File: config.mk
export PLATFORM = sky130hd
export DESIGN_NAME = pcmrb_ctrl
export DESIGN_NICKNAME = d
export VERILOG_FILES = /design/src/rtl/pcmrb_pkg.sv /design/src/rtl/pcmrb_ctrl.sv
export SDC_FILE = /design/constraint.sdc
export NUM_CORES = 1
export LEC_CHECK = 0
export CORE_AREA = 2 2 39 41
export DETAILED_ROUTE_END_ITERATION = 6
export DIE_AREA = 0 0 41 43
export DONT_BUFFER_PORTS = 1
export GPL_ROUTABILITY_DRIVEN = 0
export PLACE_DENSITY = 0.32
export SLEW_MARGIN = 10
export SYNTH_ARGS = -nofsm -noshare
export SYNTH_HDL_FRONTEND = slang
export SYNTH_SLANG_ARGS = --single-unit
File: constraint.sdc
create_clock -name clk -period 1 [get_ports clk]
set_input_delay 0.15 -clock clk [delete_from_list [all_inputs] [get_ports clk]]
set_output_delay 0.15 -clock clk [all_outputs]
set_load 0.03 [all_outputs]
File: src/rtl/pcmrb_pkg.sv
// shared constants, codes and types for the pcm ring buffer mixer
`timescale 1ns / 1ps
package pcmrb_pkg;

  localparam int RING_DEPTH = 4096;
  localparam int PTR_W      = $clog2(RING_DEPTH);
  localparam int MAX_BLOCK  = 1024;
  localparam int BLK_W      = $clog2(MAX_BLOCK + 1);
  localparam int FRAC_BITS  = 28;
  localparam int MIX_LIMIT  = 32766;

  localparam logic [1:0] REQ_WRITE   = 2'd0;
  localparam logic [1:0] REQ_REQUEST = 2'd1;
  localparam logic [1:0] REQ_MIX     = 2'd2;

  localparam logic [1:0] ST_OK       = 2'd0;
  localparam logic [1:0] ST_FULL     = 2'd1;
  localparam logic [1:0] ST_NO_DATA  = 2'd2;

  typedef enum logic [0:0] {
    S_IDLE,
    S_MIX
  } ctrl_state_t;

  // commands from the controller to the datapath
  typedef struct packed {
    logic       accept;      // a word is taken this cycle
    logic [1:0] req;         // request code of the word taken
    logic       load_out;    // load the result register
    logic       mix_finish;  // result comes from the registered ring read
  } dp_cmd_t;

endpackage

File: src/rtl/pcmrb_ctrl.sv
// controller: input and output handshake and the mix read sequencing
`timescale 1ns / 1ps
module pcmrb_ctrl (
  input  logic               clk,
  input  logic               rst,
  input  logic               in_valid,
  output logic               in_ready,
  input  logic [1:0]         req_type,
  output logic               out_valid,
  input  logic               out_ready,
  output pcmrb_pkg::dp_cmd_t cmd
);
  import pcmrb_pkg::*;

  ctrl_state_t state, state_next;
  logic        out_valid_next;

  always_ff @(posedge clk) begin
    if (rst) begin
      state     <= S_IDLE;
      out_valid <= 1'b0;
    end else begin
      state     <= state_next;
      out_valid <= out_valid_next;
    end
  end

  always_comb begin
    state_next     = state;
    in_ready       = 1'b0;
    cmd.accept     = 1'b0;
    cmd.req        = req_type;
    cmd.load_out   = 1'b0;
    cmd.mix_finish = 1'b0;
    case (state)
      S_IDLE: begin
        // result register must be free or emptying this cycle
        in_ready   = !out_valid || out_ready;
        cmd.accept = in_valid && in_ready;
        if (cmd.accept) begin
          if (req_type == REQ_MIX) begin
            state_next = S_MIX;
          end else begin
            cmd.load_out = 1'b1;
          end
        end
      end
      S_MIX: begin
        cmd.load_out   = 1'b1;
        cmd.mix_finish = 1'b1;
        state_next     = S_IDLE;
      end
      default: begin
        state_next = S_IDLE;
      end
    endcase
    if (cmd.load_out) begin
      out_valid_next = 1'b1;
    end else if (out_ready) begin
      out_valid_next = 1'b0;
    end else begin
      out_valid_next = out_valid;
    end
  end

endmodule

Yosys cells after proc, flatten, opt, wreduce, memory -nomap -nowiden
Index checks and enable logic that the tools add are counted.
- word-level logic and storage cells: 19
- flip-flop bits (word level): 2
- bitwise operators: 1
- reduce and logical (&&, ||, !) cells: 4
- equal/unequal tests: 1
- multiplexer cells: 11
- operator list (cell ; number):
    1-bit two-way mux ; 9
    1-bit case mux with 2 select lines ; 2
    2-bit == test, second input constant ; 1
    2-bit nonzero test ; 1
    1-bit logical AND ; 1
    1-bit logical NOT ; 1
    1-bit logical OR ; 1
    1-bit inverter ; 1

Longest topological paths before layout
- depth after elaboration: 6
- gate-level depth with buffers: 4
- depth with buffers taken out: 3

Worst setup path before layout
OpenSTA, ideal clock, no wires.
- path type: reg-to-output
- start: register out_valid
- end: output port cmd[4] (netlist bit)
- path slack: -0.377 ns
- arrival: 1.227 ns
- cell stages (with the launch flop): 4
- path through: dfxtp_1 -> nor2b_4 -> nor2_2 -> and2_1
- RTL lines (what ; line ; source):
    start: declaration ; pcmrb_ctrl.sv:9 ; output logic out_valid,
    start signal: assignment ; pcmrb_ctrl.sv:24 ; out_valid <= out_valid_next;
    end: declaration ; pcmrb_ctrl.sv:11 ; output pcmrb_pkg::dp_cmd_t cmd

==> impl_metrics.env <==
export IMPL_setup_slack_ps=-129
export IMPL_cts_setup_buffers=0
export IMPL_drive_gt1_share_pct=57.9
export IMPL_finalNonFillerCells=35
export IMPL_setup_viol=3
export IMPL_synth_area_top_cells="dfxtp_1 31%, buf_4 23%, nor2b_4 11%"
export IMPL_synth_seq_cells=2
export IMPL_synthCells=15
export IMPL_post_cts_resized=0
export IMPL_hold_viol=0
export IMPL_synth_common_cells="4 x buf_4, 2 x dfxtp_1"
export IMPL_wl_um=269
export IMPL_synth_area_sq_um=129
export IMPL_drt_first_pass_iters=1
export IMPL_antenna_found_initial=0
export IMPL_placed_area_sq_um=158
export IMPL_vias=107
export IMPL_wl_per_cell_um=7.69
export IMPL_synth_distinct_cells=11
export IMPL_cts_sinks=2
export IMPL_end_kind="primary output"
export IMPL_synth_top_area_share_pct=31.1
export IMPL_clock_skew_ps=1.56
export IMPL_p_leak_nw=0.0852
export IMPL_final_area_sq_um=190
export IMPL_h_tree_depth=1
export IMPL_regArea_sq_um=41.3
export IMPL_tightestPinTransition_ps=151
export IMPL_grt_setup_unrepaired="yes"
export IMPL_nets=27
export IMPL_drv_slew=0
export IMPL_cts_clk_slew_worst_paths_ps=30
export IMPL_cts_tree="yes"
export IMPL_crit_path_max_incr_delay_ps=310
export IMPL_die_h_um=43
export IMPL_ant_nets=0
export IMPL_finalCritPeriodShare_pct=113
export IMPL_synth_area_leader_cell="dfxtp_1"
export IMPL_vias_per_cell=3.06
export IMPL_failed_checks="negative setup slack"
export IMPL_status="complete, but fails checks"
export IMPL_worst_setup_path_type="register to primary output"
export IMPL_worst_ir_drop_vdd_mv=0.436
export IMPL_startpoint_type="register"
export IMPL_cp_slowest_cell="dfxtp_2"
export IMPL_place_inst=31
export IMPL_synth_most_common_cell="buf_4"
export IMPL_syn_avg_cell_area_sq_um=8.59
export IMPL_cp_max_fo=4
export IMPL_drc=0
export IMPL_cp_required_ps=850
export IMPL_hp_class="primary input to register"
export IMPL_async_reset_ff_share_pct=0
export IMPL_ys_seq_area_share_pct=31.1
export IMPL_synthFlopType="dfxtp_1"
export IMPL_cts_root_buffer="clkbuf_4"
export IMPL_cap_violations=0
export IMPL_n_fill_cell=160
export IMPL_fmax_ghz=0.886
export IMPL_io_pins=13
export IMPL_clk_path_buf_depth=2
export IMPL_area_growth_pct=47.6
export IMPL_grt_overflow=0
export IMPL_grt_pass1_vias=103
export IMPL_synth_edf_count=0
export IMPL_grt_max_degree=5
export IMPL_synth_warnings=0
export IMPL_grtUsageTotal_pct=4.40
export IMPL_row_count=14
export IMPL_min_period_ps=1130
export IMPL_clk_latency_ps=220
export IMPL_fp_dieW_um=41
export IMPL_io_buffers=0
export IMPL_tns_ps=-318
export IMPL_cts_inserted_buffers=3
export IMPL_synth_nets=21
export IMPL_multi_input_area_sq_um=66.3
export IMPL_start_util_pct=9.31
export IMPL_powerDensity_nw_per_um2=1760
export IMPL_fp_dieArea_sq_um=1760
export IMPL_core_area_sq_um=1380
export IMPL_antenna_diode_count=0
export IMPL_cp_cell_sequence="nor2b_4 > nor2_4 > and2_4"
export IMPL_worstPathArrival_ps=980
export IMPL_grt_pass1_wl_um=420
export IMPL_slew_headroom_pct=89.9
export IMPL_first_iter_violations=0
[metrics by stage]
stage          util [%]  setup slack (ps)  hold slack (ps)  total power, W
6_report           13.7              -129             76.8        0.000335
5_1_grt            13.7              -189             58.6        0.000368
4_1_cts            13.7              -145             66.7        0.000349
3_5_place_dp       11.4              98.2              215        0.000159
3_3_place_gp       11.4               113              215        0.000159
2_1_floorplan         -             -95.4              212        0.000161
[power by group]
part / internal [W] / switching [W]
Clock: 0.000132 / 0.0000425
Sequential: 0.0000852 / 0.00000292
Combinational: 0.0000298 / 0.0000423
[cell families (layout without fill, tap and decap cells)]
logic type	count (synthesis)	count (layout)	share of synthesized area, %
simple gates	7	7	35.9
compound gates	2	2	9.71
flops	2	2	31.1
buf+inv	4	8	23.3
[registers in the layout, indices dropped and copies added (netlist names)]
| register | cells |
|---|---|
| out_valid | 1 |
| state | 1 |
[per-layer routing]
metal	GRT usage [%]	routed length, um	part of all wire (%)
met5	0	0	0
met4	6.00	0	0
met3	5.76	74	28
met2	3.13	56	21
met1	4.46	138	51
[layout by cell type (no fill, tap or decap), drive strengths merged]
| master | instances |
|---|---|
| clkbuf | 3 |
| dlygate4sd3 | 1 |
| o21bai | 1 |
| buf | 4 |
| dfxtp | 2 |
| nand2b | 1 |
| nor2 | 2 |
| a21oi | 1 |
| and3 | 1 |
| nor2b | 1 |
| nand2 | 1 |
| and2 | 1 |
[critical path, delay by kind of cell (launching register included)]
family | cells | cell delay [ps]
flip-flops | 1 | 310
AND/OR/NAND/NOR | 3 | 450
[area by class of cell]
class                      instances  area share, %
sequential                         2           21.7
timing repair buffer               5           21.1
clock buffer                       3           11.8
tap                               16           10.5
multi-input combinational          9           34.9
[worst paths after layout]
kind | startpoint | to | cells past startpoint | slack, ps
min reg2reg | state | out_valid | 2 | 590
min | in_valid | state | 1 | 80
max reg2reg | out_valid | state | 3 | 200
max | out_valid | cmd[4] | 3 | -130
[what timing repair did]
action	4_1_cts	5_1_grt
pin swaps	1	1
hold buffers	1	0
endpoints found under the setup margin	3	3
hold endpoints to repair	1	0
Power figures use the tool's default switching activity.
